[config.mk]
export PLATFORM = sky130hd
export DESIGN_NAME = xmodem_crc_receiver_flat
export DESIGN_NICKNAME = d
export VERILOG_FILES = /design/src/design/xcr_pkg.sv /design/src/design/xcr_if.sv /design/src/design/xmodem_crc_receiver.sv /design/src/design/xcr_core.sv /design/src/design/xcr_queue.sv /design/src/flat_wrapper.sv
export SDC_FILE = /design/constraint.sdc
export NUM_CORES = 1
export LEC_CHECK = 0
export ABC_AREA = 1
export BUFFER_PORTS_ARGS = -buffer_cell sky130_fd_sc_hd__buf_4
export CAP_MARGIN = 20
export CORE_ASPECT_RATIO = 1.1
export CORE_MARGIN = 5
export CORE_UTILIZATION = 25
export DETAILED_ROUTE_END_ITERATION = 8
export GPL_TIMING_DRIVEN = 0
export PLACE_DENSITY = 0.37
export SETUP_SLACK_MARGIN = 0.3
export SLEW_MARGIN = 20
export SYNTH_ARGS = -nofsm -noshare
export SYNTH_HDL_FRONTEND = slang
export SYNTH_SLANG_ARGS = --single-unit
[constraint.sdc]
create_clock -name i_clk -period 26.9 [get_ports i_clk]
set_input_delay 1.345 -clock i_clk [delete_from_list [all_inputs] [get_ports i_clk]]
set_output_delay 1.345 -clock i_clk [all_outputs]
set_load 0.05 [all_outputs]
[src/design/xcr_pkg.sv]
// ============================================================================
// XMODEM-CRC receiver package
// Shared types, protocol codes and register reset values for the receiver.
// ============================================================================
`default_nettype none

package xcr_pkg;

    // Depth of the result queue between the protocol engine and the output.
    localparam int XCR_QUEUE_DEPTH = 8;

    // Widths of the fields of a request and of a result.
    localparam int ACTION_W = 2;
    localparam int BYTE_W   = 8;
    localparam int LEN_W    = 24;
    localparam int TICK_W   = 32;
    localparam int RETRY_W  = 8;
    localparam int KIND_W   = 2;
    localparam int STATUS_W = 3;
    localparam int CFG_IDX_W  = 2;
    localparam int CFG_DATA_W = 32;

    // Input actions.
    localparam logic [ACTION_W-1:0] ACT_BYTE  = 2'd0;
    localparam logic [ACTION_W-1:0] ACT_TICK  = 2'd1;
    localparam logic [ACTION_W-1:0] ACT_START = 2'd2;

    // Result kinds.
    localparam logic [KIND_W-1:0] KIND_TX    = 2'd0;
    localparam logic [KIND_W-1:0] KIND_WRITE = 2'd1;
    localparam logic [KIND_W-1:0] KIND_DONE  = 2'd2;

    // Completion status codes.
    localparam logic [STATUS_W-1:0] ST_OK       = 3'd0;
    localparam logic [STATUS_W-1:0] ST_TIMEOUT  = 3'd1;
    localparam logic [STATUS_W-1:0] ST_PROTOCOL = 3'd2;
    localparam logic [STATUS_W-1:0] ST_CANCEL   = 3'd3;
    localparam logic [STATUS_W-1:0] ST_OVERFLOW = 3'd4;

    // Protocol characters.
    localparam logic [BYTE_W-1:0] CHR_SOH = 8'h01;
    localparam logic [BYTE_W-1:0] CHR_EOT = 8'h04;
    localparam logic [BYTE_W-1:0] CHR_ACK = 8'h06;
    localparam logic [BYTE_W-1:0] CHR_NAK = 8'h15;
    localparam logic [BYTE_W-1:0] CHR_CAN = 8'h18;
    localparam logic [BYTE_W-1:0] CHR_C   = 8'h43;

    // Configuration register indexes.
    localparam logic [CFG_IDX_W-1:0] CFG_MAX_LENGTH = 2'd0;
    localparam logic [CFG_IDX_W-1:0] CFG_TICK_LIMIT = 2'd1;
    localparam logic [CFG_IDX_W-1:0] CFG_RETRY_LIMIT = 2'd2;

    // Register reset values.
    localparam logic [LEN_W-1:0]   RST_MAX_LENGTH  = 24'hFF_FFFF;
    localparam logic [TICK_W-1:0]  RST_TICK_LIMIT  = 32'd27000000;
    localparam logic [RETRY_W-1:0] RST_RETRY_LIMIT = 8'd16;

    // Protocol phase.
    typedef enum logic [3:0] {
        PH_IDLE,
        PH_HEAD,
        PH_CAN2,
        PH_NUM,
        PH_INV,
        PH_DATA,
        PH_CRCHI,
        PH_CRCLO
    } t_phase;

    // Live configuration handed to the protocol engine.
    typedef struct packed {
        logic [LEN_W-1:0]   max_length;
        logic [TICK_W-1:0]  tick_limit;
        logic [RETRY_W-1:0] retry_limit;
    } t_cfg;

    // One result item.
    typedef struct packed {
        logic [KIND_W-1:0]   kind;
        logic [BYTE_W-1:0]   value;
        logic [LEN_W-1:0]    write_offset;
        logic [LEN_W-1:0]    committed_length;
        logic [STATUS_W-1:0] status;
        logic                last;
    } t_result;

    // Results produced by one request, pushed into the queue together.
    typedef struct packed {
        logic [1:0]        cnt;
        t_result [2:0]     items;
    } t_push;

    // Builds a result item; the last flag is set once the count is known.
    function automatic t_result xcr_result(
        input logic [KIND_W-1:0]   kind,
        input logic [BYTE_W-1:0]   value,
        input logic [LEN_W-1:0]    offset,
        input logic [LEN_W-1:0]    committed,
        input logic [STATUS_W-1:0] status
    );
        t_result r;
        r.kind             = kind;
        r.value            = value;
        r.write_offset     = offset;
        r.committed_length = committed;
        r.status           = status;
        r.last             = 1'b0;
        return r;
    endfunction

endpackage

`default_nettype wire

[src/design/xcr_if.sv]
// ============================================================================
// XMODEM-CRC receiver channels
// Valid/ready channels for requests, results and configuration writes.
// ============================================================================
`default_nettype none

// Request channel: one received byte, timer tick or start command.
interface xcr_in_if;
    import xcr_pkg::*;
    logic                valid;
    logic                ready;
    logic [ACTION_W-1:0] action;
    logic [BYTE_W-1:0]   rx_byte;

    modport source (output valid, output action, output rx_byte, input ready);
    modport sink   (input valid, input action, input rx_byte, output ready);
endinterface

// Result channel: transmit byte, staged payload write or completion.
interface xcr_out_if;
    import xcr_pkg::*;
    logic                valid;
    logic                ready;
    logic [KIND_W-1:0]   kind;
    logic [BYTE_W-1:0]   value;
    logic [LEN_W-1:0]    write_offset;
    logic [LEN_W-1:0]    committed_length;
    logic [STATUS_W-1:0] status;
    logic                last;

    modport source (output valid, output kind, output value, output write_offset,
                    output committed_length, output status, output last,
                    input ready);
    modport sink   (input valid, input kind, input value, input write_offset,
                    input committed_length, input status, input last,
                    output ready);
endinterface

// Configuration write channel.
interface xcr_cfg_if;
    import xcr_pkg::*;
    logic                  valid;
    logic                  ready;
    logic [CFG_IDX_W-1:0]  index;
    logic [CFG_DATA_W-1:0] data;

    modport source (output valid, output index, output data, input ready);
    modport sink   (input valid, input index, input data, output ready);
endinterface

`default_nettype wire

[src/design/xmodem_crc_receiver.sv]
// ============================================================================
// XMODEM-CRC receiver
// Top level: configuration registers, protocol engine and result queue.
// ============================================================================
// A request (received byte, timer tick or start) is accepted in any cycle in
// which the result queue has room for three results beyond those of the
// request already being decoded, so one request per cycle is taken while
// results drain. Each request is registered, decoded against the protocol
// state, and its zero to three results are written into the result queue,
// from whose storage the first of them is offered. The result channel
// delivers one result per cycle while the consumer is ready, so the sustained
// request rate equals one per cycle while requests average at most one result
// each, and otherwise is set by the queue draining at one result per cycle.
// Configuration writes are always accepted and take effect on the next request.
`default_nettype none

module xmodem_crc_receiver #(
    parameter int QUEUE_DEPTH = xcr_pkg::XCR_QUEUE_DEPTH
) (
    input  logic   i_clk,
    input  logic   i_rst_n,
    xcr_in_if.sink i_in,
    xcr_cfg_if.sink i_cfg,
    xcr_out_if.source o_out
);
    import xcr_pkg::*;

    logic [LEN_W-1:0]   r_max_length;
    logic [TICK_W-1:0]  r_tick_limit;
    logic [RETRY_W-1:0] r_retry_limit;
    t_cfg               cfg;
    t_push              push;
    logic               room;

    assign i_cfg.ready = 1'b1;

    // Configuration registers.
    always_ff @(posedge i_clk) begin
        if (!i_rst_n) begin
            r_max_length  <= RST_MAX_LENGTH;
            r_tick_limit  <= RST_TICK_LIMIT;
            r_retry_limit <= RST_RETRY_LIMIT;
        end else if (i_cfg.valid && i_cfg.ready) begin
            unique case (i_cfg.index)
                CFG_MAX_LENGTH:  r_max_length  <= i_cfg.data[LEN_W-1:0];
                CFG_TICK_LIMIT:  r_tick_limit  <= i_cfg.data[TICK_W-1:0];
                CFG_RETRY_LIMIT: r_retry_limit <= i_cfg.data[RETRY_W-1:0];
                default: r_retry_limit <= r_retry_limit;
            endcase
        end
    end

    assign cfg.max_length  = r_max_length;
    assign cfg.tick_limit  = r_tick_limit;
    assign cfg.retry_limit = r_retry_limit;

    // Protocol engine.
    xcr_core u_core (
        .i_clk   (i_clk),
        .i_rst_n (i_rst_n),
        .i_in    (i_in),
        .i_cfg   (cfg),
        .i_room  (room),
        .o_push  (push)
    );

    // Result queue.
    xcr_queue #(
        .DEPTH (QUEUE_DEPTH)
    ) u_queue (
        .i_clk   (i_clk),
        .i_rst_n (i_rst_n),
        .i_push  (push),
        .o_room  (room),
        .o_out   (o_out)
    );

endmodule

`default_nettype wire

[src/design/xcr_core.sv]
// ============================================================================
// XMODEM-CRC protocol engine
// Registers each request, decodes it against the protocol state in one pass
// and produces the state update and up to three results for the queue.
// ============================================================================
`default_nettype none

module xcr_core (
    input  logic           i_clk,
    input  logic           i_rst_n,
    xcr_in_if.sink         i_in,
    input  xcr_pkg::t_cfg  i_cfg,
    input  logic           i_room,
    output xcr_pkg::t_push o_push
);
    import xcr_pkg::*;

    // Outcome of one request.
    typedef enum logic [3:0] {
        EV_NONE,
        EV_START,
        EV_TICK,
        EV_HEAD,
        EV_FAIL,
        EV_EOT,
        EV_CANCEL,
        EV_CAN1,
        EV_SOH,
        EV_NUM,
        EV_INV,
        EV_DATA,
        EV_CRCHI,
        EV_ACK,
        EV_OVERFLOW
    } t_event;

    typedef struct packed {
        t_event              ev;
        logic [STATUS_W-1:0] st;
        logic                nak;
    } t_decision;

    localparam logic [6:0]       LAST_INDEX = 7'd127;
    localparam logic [LEN_W:0]   BLOCK_LEN  = 25'd128;
    localparam logic [15:0]      CRC_POLY   = 16'h1021;

    // One byte of the CRC-16 update, most significant bit first.
    function automatic logic [15:0] crc_byte(input logic [15:0] crc,
                                             input logic [7:0] b);
        logic [15:0] c;
        c = crc ^ {b, 8'h00};
        for (int i = 0; i < 8; i++) begin
            c = c[15] ? ((c << 1) ^ CRC_POLY) : (c << 1);
        end
        return c;
    endfunction

    // Input register.
    logic                r_in_valid;
    logic [ACTION_W-1:0] r_action;
    logic [BYTE_W-1:0]   r_byte;

    // Protocol state.
    t_phase              r_phase,   n_phase;
    logic                r_started, n_started;
    logic [RETRY_W-1:0]  r_retry,   n_retry;
    logic [BYTE_W-1:0]   r_expect,  n_expect;
    logic [LEN_W-1:0]    r_acc,     n_acc;
    logic [BYTE_W-1:0]   r_blk,     n_blk;
    logic [BYTE_W-1:0]   r_inv,     n_inv;
    logic [6:0]          r_pidx,    n_pidx;
    logic [15:0]         r_crc,     n_crc;
    logic [BYTE_W-1:0]   r_crc_hi,  n_crc_hi;
    logic [TICK_W-1:0]   r_wait,    n_wait;

    logic                accept;
    t_decision           dec;
    logic [TICK_W-1:0]   wait_inc;
    logic                timed_out;
    logic [RETRY_W-1:0]  retry_inc;
    logic                abort;
    logic                fits;
    logic                is_expected;
    logic                block_ok;
    logic [LEN_W-1:0]    acc_next_block;

    assign i_in.ready = i_room;
    assign accept     = i_in.valid && i_room;

    // Capture the request; it is always consumed in the following cycle.
    always_ff @(posedge i_clk) begin
        if (!i_rst_n) begin
            r_in_valid <= 1'b0;
        end else begin
            r_in_valid <= accept;
        end
        if (accept) begin
            r_action <= i_in.action;
            r_byte   <= i_in.rx_byte;
        end
    end

    // Shared conditions.
    assign wait_inc       = (r_wait == '1) ? r_wait : r_wait + TICK_W'(1);
    assign timed_out      = wait_inc > i_cfg.tick_limit;
    assign retry_inc      = (r_retry == '1) ? r_retry : r_retry + RETRY_W'(1);
    assign abort          = retry_inc >= i_cfg.retry_limit;
    assign fits           = ({1'b0, r_acc} + BLOCK_LEN) <= {1'b0, i_cfg.max_length};
    assign is_expected    = r_blk == r_expect;
    assign block_ok       = (BYTE_W'(r_blk + r_inv) == 8'hFF) && (r_crc == {r_crc_hi, r_byte});
    assign acc_next_block = r_acc + BLOCK_LEN[LEN_W-1:0];

    // Decode the registered request against the current phase.
    always_comb begin
        dec.ev  = EV_NONE;
        dec.st  = ST_OK;
        dec.nak = 1'b0;
        if (r_in_valid) begin
            unique case (r_action)
                ACT_START: begin
                    dec.ev = EV_START;
                end
                ACT_TICK: begin
                    if (r_phase != PH_IDLE) begin
                        if (!timed_out) begin
                            dec.ev = EV_TICK;
                        end else if (r_phase == PH_HEAD) begin
                            dec.ev = EV_FAIL;
                            dec.st = ST_TIMEOUT;
                        end else if (r_phase == PH_CAN2) begin
                            dec.ev = EV_HEAD;
                        end else begin
                            dec.ev  = EV_FAIL;
                            dec.st  = ST_TIMEOUT;
                            dec.nak = 1'b1;
                        end
                    end
                end
                ACT_BYTE: begin
                    unique case (r_phase)
                        PH_HEAD: begin
                            if (r_byte == CHR_EOT) begin
                                dec.ev = EV_EOT;
                            end else if (r_byte == CHR_CAN) begin
                                dec.ev = EV_CAN1;
                            end else if (r_byte == CHR_SOH) begin
                                dec.ev = EV_SOH;
                            end else begin
                                dec.ev = EV_FAIL;
                                dec.st = ST_PROTOCOL;
                            end
                        end
                        PH_CAN2: begin
                            dec.ev = (r_byte == CHR_CAN) ? EV_CANCEL : EV_HEAD;
                        end
                        PH_NUM:   dec.ev = EV_NUM;
                        PH_INV:   dec.ev = EV_INV;
                        PH_DATA:  dec.ev = EV_DATA;
                        PH_CRCHI: dec.ev = EV_CRCHI;
                        PH_CRCLO: begin
                            if (!block_ok) begin
                                dec.ev  = EV_FAIL;
                                dec.st  = ST_PROTOCOL;
                                dec.nak = 1'b1;
                            end else if (is_expected) begin
                                dec.ev = fits ? EV_ACK : EV_OVERFLOW;
                            end else if (r_blk != BYTE_W'(r_expect - 8'd1)) begin
                                dec.ev  = EV_FAIL;
                                dec.st  = ST_PROTOCOL;
                                dec.nak = 1'b1;
                            end else begin
                                dec.ev = EV_ACK;
                            end
                        end
                        default: dec.ev = EV_NONE;
                    endcase
                end
                default: dec.ev = EV_NONE;
            endcase
        end
    end

    // Next protocol state.
    always_comb begin
        n_phase   = r_phase;
        n_started = r_started;
        n_retry   = r_retry;
        n_expect  = r_expect;
        n_acc     = r_acc;
        n_blk     = r_blk;
        n_inv     = r_inv;
        n_pidx    = r_pidx;
        n_crc     = r_crc;
        n_crc_hi  = r_crc_hi;
        n_wait    = r_wait;
        unique case (dec.ev)
            EV_NONE: begin
                n_wait = r_wait;
            end
            EV_START: begin
                n_started = 1'b0;
                n_retry   = '0;
                n_expect  = 8'd1;
                n_acc     = '0;
                n_pidx    = '0;
                n_crc     = '0;
                n_phase   = PH_HEAD;
                n_wait    = '0;
            end
            EV_TICK: begin
                n_wait = wait_inc;
            end
            EV_HEAD: begin
                n_phase = PH_HEAD;
                n_wait  = '0;
            end
            EV_FAIL: begin
                n_retry = retry_inc;
                n_phase = abort ? PH_IDLE : PH_HEAD;
                n_wait  = '0;
            end
            EV_EOT, EV_CANCEL, EV_OVERFLOW: begin
                n_phase = PH_IDLE;
                n_wait  = '0;
            end
            EV_CAN1: begin
                n_phase = PH_CAN2;
                n_wait  = '0;
            end
            EV_SOH: begin
                n_started = 1'b1;
                n_phase   = PH_NUM;
                n_wait    = '0;
            end
            EV_NUM: begin
                n_blk   = r_byte;
                n_phase = PH_INV;
                n_wait  = '0;
            end
            EV_INV: begin
                n_inv   = r_byte;
                n_pidx  = '0;
                n_crc   = '0;
                n_phase = PH_DATA;
                n_wait  = '0;
            end
            EV_DATA: begin
                n_crc  = crc_byte(r_crc, r_byte);
                n_wait = '0;
                if (r_pidx == LAST_INDEX) begin
                    n_pidx  = '0;
                    n_phase = PH_CRCHI;
                end else begin
                    n_pidx = r_pidx + 7'd1;
                end
            end
            EV_CRCHI: begin
                n_crc_hi = r_byte;
                n_phase  = PH_CRCLO;
                n_wait   = '0;
            end
            EV_ACK: begin
                if (is_expected) begin
                    n_acc    = acc_next_block;
                    n_expect = r_expect + 8'd1;
                end
                n_retry = '0;
                n_phase = PH_HEAD;
                n_wait  = '0;
            end
            default: n_phase = r_phase;
        endcase
    end

    // Results of the request, in the order they go out.
    always_comb begin
        logic [1:0]    cnt;
        t_result [2:0] items;
        cnt   = '0;
        items = '0;
        unique case (dec.ev)
            EV_START: begin
                items[cnt] = xcr_result(KIND_TX, CHR_C, '0, '0, ST_OK);
                cnt        = cnt + 2'd1;
            end
            EV_HEAD: begin
                if (!r_started) begin
                    items[cnt] = xcr_result(KIND_TX, CHR_C, '0, r_acc, ST_OK);
                    cnt        = cnt + 2'd1;
                end
            end
            EV_FAIL: begin
                if (dec.nak) begin
                    items[cnt] = xcr_result(KIND_TX, CHR_NAK, '0, r_acc, ST_OK);
                    cnt        = cnt + 2'd1;
                end
                if (abort) begin
                    items[cnt] = xcr_result(KIND_DONE, '0, '0, r_acc, dec.st);
                    cnt        = cnt + 2'd1;
                end else if (!r_started) begin
                    items[cnt] = xcr_result(KIND_TX, CHR_C, '0, r_acc, ST_OK);
                    cnt        = cnt + 2'd1;
                end
            end
            EV_EOT: begin
                items[0] = xcr_result(KIND_TX, CHR_ACK, '0, r_acc, ST_OK);
                items[1] = xcr_result(KIND_DONE, '0, '0, r_acc, ST_OK);
                cnt      = 2'd2;
            end
            EV_CANCEL: begin
                items[0] = xcr_result(KIND_DONE, '0, '0, r_acc, ST_CANCEL);
                cnt      = 2'd1;
            end
            EV_DATA: begin
                if (is_expected && fits) begin
                    items[0] = xcr_result(KIND_WRITE, r_byte, r_acc + LEN_W'(r_pidx),
                                          r_acc, ST_OK);
                    cnt      = 2'd1;
                end
            end
            EV_OVERFLOW: begin
                items[0] = xcr_result(KIND_TX, CHR_CAN, '0, r_acc, ST_OK);
                items[1] = xcr_result(KIND_TX, CHR_CAN, '0, r_acc, ST_OK);
                items[2] = xcr_result(KIND_DONE, '0, '0, r_acc, ST_OVERFLOW);
                cnt      = 2'd3;
            end
            EV_ACK: begin
                items[cnt] = xcr_result(KIND_TX, CHR_ACK, '0, n_acc, ST_OK);
                cnt        = cnt + 2'd1;
                if (!r_started) begin
                    items[cnt] = xcr_result(KIND_TX, CHR_C, '0, n_acc, ST_OK);
                    cnt        = cnt + 2'd1;
                end
            end
            default: cnt = '0;
        endcase
        // Mark the final result of this request.
        if (cnt != 2'd0) begin
            items[cnt - 2'd1].last = 1'b1;
        end
        o_push.cnt   = cnt;
        o_push.items = items;
    end

    // Protocol state registers.
    always_ff @(posedge i_clk) begin
        if (!i_rst_n) begin
            r_phase   <= PH_IDLE;
            r_started <= 1'b0;
            r_retry   <= '0;
            r_expect  <= 8'd1;
            r_acc     <= '0;
            r_pidx    <= '0;
            r_crc     <= '0;
            r_wait    <= '0;
        end else begin
            r_phase   <= n_phase;
            r_started <= n_started;
            r_retry   <= n_retry;
            r_expect  <= n_expect;
            r_acc     <= n_acc;
            r_pidx    <= n_pidx;
            r_crc     <= n_crc;
            r_wait    <= n_wait;
        end
        r_blk    <= n_blk;
        r_inv    <= n_inv;
        r_crc_hi <= n_crc_hi;
    end

endmodule

`default_nettype wire

[src/design/xcr_queue.sv]
// ============================================================================
// XMODEM-CRC result queue
// Takes up to three results per cycle from the engine and hands them out one
// at a time on the result channel.
// ============================================================================
`default_nettype none

module xcr_queue #(
    parameter int DEPTH = xcr_pkg::XCR_QUEUE_DEPTH
) (
    input  logic           i_clk,
    input  logic           i_rst_n,
    input  xcr_pkg::t_push i_push,
    output logic           o_room,
    xcr_out_if.source      o_out
);
    import xcr_pkg::*;

    localparam int AW = $clog2(DEPTH);
    localparam int CW = $clog2(DEPTH + 1);

    // Pointer increment with wrap at any depth.
    function automatic logic [AW-1:0] wrap_add(input logic [AW-1:0] a,
                                               input logic [1:0] k);
        logic [AW:0] s;
        s = {1'b0, a} + (AW+1)'(k);
        if (s >= (AW+1)'(DEPTH)) begin
            s = s - (AW+1)'(DEPTH);
        end
        return s[AW-1:0];
    endfunction

    t_result         r_mem [DEPTH];
    logic [AW-1:0]   r_wr;
    logic [AW-1:0]   r_rd;
    logic [CW-1:0]   r_count;
    logic            pop;
    logic [CW:0]     free;
    t_result         head;

    assign pop  = o_out.valid && o_out.ready;
    assign free = (CW+1)'(DEPTH) - {1'b0, r_count};

    // Room for a new request once the pending push has landed.
    assign o_room = free >= ((CW+1)'(i_push.cnt) + (CW+1)'(3));

    // Output side.
    assign head                   = r_mem[r_rd];
    assign o_out.valid            = r_count != '0;
    assign o_out.kind             = head.kind;
    assign o_out.value            = head.value;
    assign o_out.write_offset     = head.write_offset;
    assign o_out.committed_length = head.committed_length;
    assign o_out.status           = head.status;
    assign o_out.last             = head.last;

    // Storage writes.
    always_ff @(posedge i_clk) begin
        for (int i = 0; i < 3; i++) begin
            if (2'(i) < i_push.cnt) begin
                r_mem[wrap_add(r_wr, 2'(i))] <= i_push.items[i];
            end
        end
    end

    // Pointers and fill count.
    always_ff @(posedge i_clk) begin
        if (!i_rst_n) begin
            r_wr    <= '0;
            r_rd    <= '0;
            r_count <= '0;
        end else begin
            r_wr    <= wrap_add(r_wr, i_push.cnt);
            if (pop) begin
                r_rd <= wrap_add(r_rd, 2'd1);
            end
            r_count <= CW'({1'b0, r_count} + (CW+1)'(i_push.cnt) - (CW+1)'(pop));
        end
    end

`ifndef SYNTHESIS
    // The engine only pushes what the queue can hold.
    a_no_overflow: assert property (@(posedge i_clk) disable iff (!i_rst_n)
        (CW+1)'(i_push.cnt) <= free)
        else $error("result queue overflow");

    // The fill count never passes the depth.
    a_count_range: assert property (@(posedge i_clk) disable iff (!i_rst_n)
        {1'b0, r_count} <= (CW+1)'(DEPTH))
        else $error("result queue count out of range");

    // A pushed result is offered on the following cycle.
    a_push_shows: assert property (@(posedge i_clk) disable iff (!i_rst_n)
        (i_push.cnt != 2'd0) |=> o_out.valid)
        else $error("pushed result not offered");
`endif

endmodule

`default_nettype wire
[src/flat_wrapper.sv]
// flat-port wrapper written by rule: the top's interface ports become plain ports
module xmodem_crc_receiver_flat import xcr_pkg::*;
#(
    parameter int QUEUE_DEPTH = xcr_pkg::XCR_QUEUE_DEPTH
)
  (i_clk, i_rst_n, i_in_valid, i_in_action, i_in_rx_byte, i_in_ready, i_cfg_valid, i_cfg_index, i_cfg_data, i_cfg_ready, o_out_valid, o_out_kind, o_out_value, o_out_write_offset, o_out_committed_length, o_out_status, o_out_last, o_out_ready);
  xcr_in_if i_in_i ();
  xcr_cfg_if i_cfg_i ();
  xcr_out_if o_out_i ();
  input  logic i_clk;
  input  logic i_rst_n;
  input wire logic [$bits(i_in_i.valid)-1:0] i_in_valid;
  input wire logic [$bits(i_in_i.action)-1:0] i_in_action;
  input wire logic [$bits(i_in_i.rx_byte)-1:0] i_in_rx_byte;
  output wire logic [$bits(i_in_i.ready)-1:0] i_in_ready;
  input wire logic [$bits(i_cfg_i.valid)-1:0] i_cfg_valid;
  input wire logic [$bits(i_cfg_i.index)-1:0] i_cfg_index;
  input wire logic [$bits(i_cfg_i.data)-1:0] i_cfg_data;
  output wire logic [$bits(i_cfg_i.ready)-1:0] i_cfg_ready;
  output wire logic [$bits(o_out_i.valid)-1:0] o_out_valid;
  output wire logic [$bits(o_out_i.kind)-1:0] o_out_kind;
  output wire logic [$bits(o_out_i.value)-1:0] o_out_value;
  output wire logic [$bits(o_out_i.write_offset)-1:0] o_out_write_offset;
  output wire logic [$bits(o_out_i.committed_length)-1:0] o_out_committed_length;
  output wire logic [$bits(o_out_i.status)-1:0] o_out_status;
  output wire logic [$bits(o_out_i.last)-1:0] o_out_last;
  input wire logic [$bits(o_out_i.ready)-1:0] o_out_ready;
  assign i_in_i.valid = i_in_valid;
  assign i_in_i.action = i_in_action;
  assign i_in_i.rx_byte = i_in_rx_byte;
  assign i_in_ready = i_in_i.ready;
  assign i_cfg_i.valid = i_cfg_valid;
  assign i_cfg_i.index = i_cfg_index;
  assign i_cfg_i.data = i_cfg_data;
  assign i_cfg_ready = i_cfg_i.ready;
  assign o_out_valid = o_out_i.valid;
  assign o_out_kind = o_out_i.kind;
  assign o_out_value = o_out_i.value;
  assign o_out_write_offset = o_out_i.write_offset;
  assign o_out_committed_length = o_out_i.committed_length;
  assign o_out_status = o_out_i.status;
  assign o_out_last = o_out_i.last;
  assign o_out_i.ready = o_out_ready;
  xmodem_crc_receiver #(.QUEUE_DEPTH(QUEUE_DEPTH)) u_core (.i_clk(i_clk), .i_rst_n(i_rst_n), .i_in(i_in_i), .i_cfg(i_cfg_i), .o_out(o_out_i));
endmodule
==> impl_metrics.yaml, run 1 <==
clock_network:
  clockBufferDepth: 3
  numClockSinks: 707
  postCtsSetupBuffers: 0
  insertion_delay_ns: 0.71
  cts_hold_buf: 0
  clk_pin_slew_ns: 0.06
  root_buffer: "clkbuf_16"
  h-tree-depth: 3
  cts_buffers: 93
  cts_resized: 0
  cts_tree: "yes"
route:
  viasPerCell: 4.72
  firstDrtPassIters: 6
  ant_nets: 0
  wl_per_cell_um: 22.1
  totalWireLength_mm: 170
  vias: 36400
  route.detailed.drc: 0
  drtIter0Drc: 2717
worst_hold_path:
  worst_hold_path_type: "register to register"
timing:
  worstMarginPinSlew_ns: 1.16
  hold_violations: 0
  drv_slew: 0
  rsz0062_at_grt: "no"
  fin_crit_sh_pct: 37.8
  slew_headroom_pct: 22.3
  fin_crit_ns: 10.17
  fmaxAchievable_mhz: 98.3
  finalClockSkew_ns: 0.0296
  final-setup-viol-count: 0
  tns_ns: 0
critical_path:
  crit_type: "register to output port"
  required_ns: 25.55
  critical_path.slowest_cell: "ha_1"
  crit_arrival_ns: 8.83
  cp_max_fo: 10
  cpPeakStageDelay_ns: 0.93
  endpoint_kind: "output port"
  crit_top_cell: "nand2_1"
  crit_path_start_kind: "register"
die:
  dieArea_um2: 172000
  fp.coreArea_um2: 164000
  io_pins: 114
  die_x_um: 396
  num_rows: 156
  start_util_pct: 25.1
  die_y_um: 435
finish:
  syn_to_final_growth_pct: 19.1
  nets: 5659
  drive_above_1_share_pct: 10.1
  fin_util_pct: 29.8
  antenna_cells: 0
  fin_cells: 7705
synthesis:
  ys_seq_area_share_pct: 47.4
  synth_area_um2: 41000
  synth_area_per_cell_um2: 7.82
  yosysTopAreaCell: "edfxtp_1"
  synth_flop_cell: "edfxtp_1"
  synthTopCellsByArea: "edfxtp_1, nand2_1, nor2_1"
  ys_ff_latch: 707
  synth_most_common_cell: "nand2_1"
  ys_async_sr_fraction_pct: 0
  syn-num-nets: 5408
  synth_warnings: 0
  synth_cell_types: 61
  yosys-top-cells-count: "nand2_1, nor2_1, edfxtp_1, o21ai_0, inv_1"
  synth.top_cell.area_share_pct: 38.8
  syn_inst: 5249
  synth_enable_flop_cells: 530
placement:
  io_buffers: 112
  post-dp-hpwl_mm: 133
  place.gp.congestion: 0.891
  dp.cells: 7538
flow_run:
  maxCapViolations: 0
global_route:
  grt_usage_pct: 19.3
  antenna_found_initial: 2
  grt_max_degree: 21
  grt_pass1_wl_mm: 249
  grt_pass1_vias: 36300
  overflow: 0
power:
  p_total_uw: 3450
  p_leak_uw: 0.0189
  peakVddDrop_mv: 0.0450
  pwr_density_cell_nw_per_um2: 70.5
status:
  status: "completed"
[placed cells by master (no fill, tap or decap), types with 12 or more instances in the layout]
master / instances
a21oi_1: 148
a31oi_1: 86
buf_16: 26
buf_2: 31
buf_4: 137
buf_6: 32
clkbuf_1: 175
clkbuf_16: 95
clkinv_1: 27
clkinv_2: 18
dfxtp_1: 177
edfxtp_1: 530
ha_1: 106
inv_1: 349
inv_2: 24
nand2_1: 1345
nand2_2: 17
nand2_4: 22
nand3_1: 149
nand4_1: 43
nor2_1: 1110
nor2_4: 12
nor3_1: 83
nor3_2: 38
o211ai_1: 49
o21ai_0: 377
o21ai_1: 20
o22ai_1: 99
xnor2_1: 24
xor2_1: 53
xor2_2: 12
[critical path, delay by kind of cell, from the launching register on]
kind                     cells  cell delay [ns]
AND/OR/NAND/NOR             25             4.38
flip-flops                   1             0.34
AO/OA/AOI/OAI                1             0.19
adder cells (fa/ha/maj)      4             1.82
buffers and inverters        3             1.19
XOR/XNOR                     1             0.16
[worst paths after layout]
kind / start / end / slack, ns / cells past startpoint
max: u_core.u_core.r_wait[1] / i_in_ready / 16.73 / 34
min: u_core.r_tick_limit[22] / u_core.r_tick_limit[22] / 0.47 / 2
max reg2reg: u_core.u_core.r_wait[1] / u_core.u_core.r_byte[4] / 17.96 / 35
min reg2reg: u_core.r_tick_limit[22] / u_core.r_tick_limit[22] / 0.47 / 2
[sequential cells by signal, indices dropped and copies added (netlist names), 7 cells and up, named ones only]
register	flops
u_core.u_core.r_pidx	7
u_core.u_core.r_retry	8
u_core.r_tick_limit	32
u_core.u_core.r_acc	24
u_core.u_core.r_crc_hi	8
u_core.u_queue.r_mem	496
u_core.u_core.r_byte	8
u_core.r_max_length	24
u_core.r_retry_limit	8
u_core.u_core.r_expect	8
u_core.u_core.r_wait	32
u_core.u_core.r_blk	8
u_core.u_core.r_crc	16
u_core.u_core.r_inv	8
[per-stage QoR]
step / setup WS [ns] / hold WS (ns) / area (um^2)
5_1_grt: 15.86 / 0.480 / 48900
6_report: 16.73 / 0.465 / 48900
2_1_floorplan: 17.48 / 0.433 / 41000
3_3_place_gp: 10.79 / 0.452 / 44600
3_5_place_dp: 17.31 / 0.461 / 45700
4_1_cts: 16.52 / 0.470 / 48900
[cell type report]
class,count,area (um^2)
fillers,17600,115000
flip-flops and latches,707,19500
multi-input cells,3892,19000
inverters,393,1500
well taps,2133,2670
clock buffers,116,2540
repair buffers,156,1780
plain buffers,257,1310
clock inverters,51,596
[metal layers]
metal	vias to the layer above	share of wire, %	global-route usage, %
met5	-	0	0
met4	0	2.7	5.51
met3	215	4.2	1.86
met2	951	49	34.2
met1	17300	44	25.0
li1	17900	-	-
[kinds of logic (layout without fill, tap and decap cells)]
| kind of cell | count (synthesis) | after routing | share of synthesized area, % |
|---|---|---|---|
| other cells | 1 | 1 | 0.00914 |
| compound gates | 831 | 831 | 11.3 |
| simple gates | 2857 | 2857 | 29.1 |
| xor+xnor | 93 | 93 | 1.98 |
| flops | 707 | 707 | 47.4 |
| fa+ha+maj | 110 | 110 | 3.43 |
| buf+inv | 650 | 973 | 6.82 |
[power by group]
part	internal (uW)	leakage, uW	total (uW)	switching (uW)
combinational	230	0.0118	911	682
clock	772	0.00154	1300	526
sequential	1210	0.00559	1240	29.8
total	2210	0.0189	3450	1240
Power figures use the tool's default switching activity.
==> inputs of run 2 (changes only) <==
--- a/config.mk
+++ b/config.mk
@@ -13,7 +13,7 @@
 export CORE_UTILIZATION = 25
 export DETAILED_ROUTE_END_ITERATION = 8
 export GPL_TIMING_DRIVEN = 0
-export PLACE_DENSITY = 0.37
+export PLACE_DENSITY = 0.38
 export SETUP_SLACK_MARGIN = 0.3
 export SLEW_MARGIN = 20
 export SYNTH_ARGS = -nofsm -noshare
==> constraint.sdc (replaced) <==
create_clock -name i_clk -period 9.14 [get_ports i_clk]
set_input_delay 0.457 -clock i_clk [delete_from_list [all_inputs] [get_ports i_clk]]
set_output_delay 0.457 -clock i_clk [all_outputs]
set_load 0.05 [all_outputs]
==> impl_metrics.yaml, run 2 (synthesized netlist as in run 1, its figures left out) <==
timing:
  rsz0062_at_grt: "yes"
  hold_violations: 0
  final-setup-viol-count: 0
  finalWorstSetupSlack_ns: 0.823
  fmaxAchievable_mhz: 120
  worstMarginPinSlew_ns: 1.19
  drv_slew: 0
  fin_crit_ns: 8.32
  finalClockSkew_ns: 0.0385
  slew_headroom_pct: 20.5
  fin_crit_sh_pct: 91.0
power:
  pwr_density_cell_nw_per_um2: 202
  peakVddDrop_mv: 0.153
  seq_power_share_pct: 36.6
  pwr-share-clk_pct: 36.1
  p_leak_uw: 0.0190
  power_switching_uw: 3620
  p_int_uw: 6310
  switching_share_pct: 36.5
  power.share.combinational_pct: 27.3
clock_network:
  cts_tree: "yes"
  clk_pin_slew_ns: 0.06
  numClockSinks: 707
  insertion_delay_ns: 0.71
  root_buffer: "clkbuf_16"
  cts_buffers: 91
  clockBufferDepth: 3
  h-tree-depth: 3
global_route:
  grt_max_degree: 22
  grt_pass1_vias: 36300
  overflow: 0
  antenna_found_initial: 4
  grt_usage_pct: 19.2
  grt_pass1_wl_mm: 247
critical_path:
  cp_top_family: "simple AND/OR/NAND/NOR gates"
  required_ns: 9.54
  r2r_slack_ns: 0.82
  cp_max_fo: 17
  crit_type: "register to register"
  crit_arrival_ns: 8.72
  crit_path_start_kind: "register"
  cpPeakStageDelay_ns: 0.50
  ff2ff_path_depth: 39
  path_depth: 39
  endpoint_kind: "register"
  crit_top_cell: "nand2_1"
  crit_buf_inv: 9
  critical_path.slowest_cell: "nor2_2"
finish:
  fin_util_pct: 30.0
  fin_cells: 7749
  mostFrequentLayoutCells: "nand2_1, nor2_1, edfxtp_1"
  syn_to_final_growth_pct: 19.7
  largest_register: "u_core.u_queue.r_mem"
  nFillCells: 17500
  final_common_cell: "nand2_1"
  drive_above_1_share_pct: 10.1
  nets: 5698
  largest_reg_flops: 496
  largestRegisters: "u_core.u_queue.r_mem (496), u_core.r_tick_limit (32), u_core.u_core.r_wait (32)"
route:
  drtIter0Drc: 2532
  firstDrtPassIters: 6
  viasPerCell: 4.69
  route.detailed.drc: 0
  totalWireLength_mm: 169
  vias: 36300
  wl_per_cell_um: 21.9
  ant_nets: 0
worst_hold_path:
  worst_hold_path_type: "input port to register"
  holdPathStages: 3
die:
  die_y_um: 435
  dieArea_um2: 172000
  die_x_um: 396
  io_pins: 114
  num_rows: 156
  fp.coreArea_um2: 164000
  start_util_pct: 25.1
status:
  status: "completed"
placement:
  place_ws_ns: -0.0844
  io_buffers: 112
  post-dp-hpwl_mm: 131
  dp.cells: 7534
  place.gp.congestion: 0.876
flow_run:
  maxCapViolations: 0
## run 2: through the flow
step	TNS [ns]	hold WS (ns)	power (uW)	cell area [um^2]
2_1_floorplan	-140.39	0.433	5320	41000
5_1_grt	0	0.0665	10400	49100
3_5_place_dp	-1.31	0.458	6440	45700
3_3_place_gp	-3200.77	0.455	6430	44600
4_1_cts	0	0.00684	10100	49100
6_report	0	0.0686	9930	49100
## run 2: path summary, 6_finish.rpt
path | startpoint | to
setup / recovery | u_core.u_core.r_wait[1] | u_core.u_queue.r_mem[7][35]
hold / removal | i_cfg_data[31] | u_core.r_tick_limit[31]
setup reg to reg | u_core.u_core.r_wait[1] | u_core.u_queue.r_mem[7][35]
hold reg to reg | u_core.r_tick_limit[22] | u_core.r_tick_limit[22]
## run 2: cell type report
| type | count | area, um^2 | share of cell area (%) |
|---|---|---|---|
| antenna | 1 | 2.50 | 0.00509 |
| buffer | 257 | 1310 | 2.67 |
| clock buffer | 126 | 2540 | 5.17 |
| clock inverter | 43 | 393 | 0.800 |
| inverter | 393 | 1500 | 3.05 |
| multi-input combinational | 3892 | 19100 | 38.8 |
| sequential | 707 | 19500 | 39.6 |
| tap | 2133 | 2670 | 5.43 |
| timing repair buffer | 197 | 2180 | 4.43 |
## run 2: timing repair
item,CTS,global route
setup endpoints to repair,52,441
hold buffers,41,0
buffers inserted,0,3
gates cloned,0,0
pin swaps,0,0
hold endpoints to repair,51,0
gates resized for setup,2,12
## run 2: routing by layer
metal	global-route usage [%]	share of wire [%]	vias to the layer above	routed length, um
li1	-	-	18000	-
met1	24.6	44	17300	73800
met2	33.8	49	869	83300
met3	2.20	4.3	207	7300
met4	5.74	2.9	0	4920
met5	0	0	-	0
## run 2: power by group through the flow
stage / clock network (uW) / logic, uW / registers, uW
finish: 3580 / 2710 / 3640
global placement: 0 / 2690 / 3740
detailed placement: 0 / 2730 / 3710
CTS: 3690 / 2750 / 3640
floorplan: 0 / 1640 / 3680
global route: 3810 / 2920 / 3650
## run 2: worst register-to-register path: cells and delay by family, from the launching register on
kind / cells / cell delay [ns]
flip-flops: 1 / 0.34
buffers and inverters: 9 / 1.68
adder cells (fa/ha/maj): 3 / 0.71
AO/OA/AOI/OAI: 2 / 0.66
AND/OR/NAND/NOR: 24 / 4.46
XOR/XNOR: 1 / 0.16
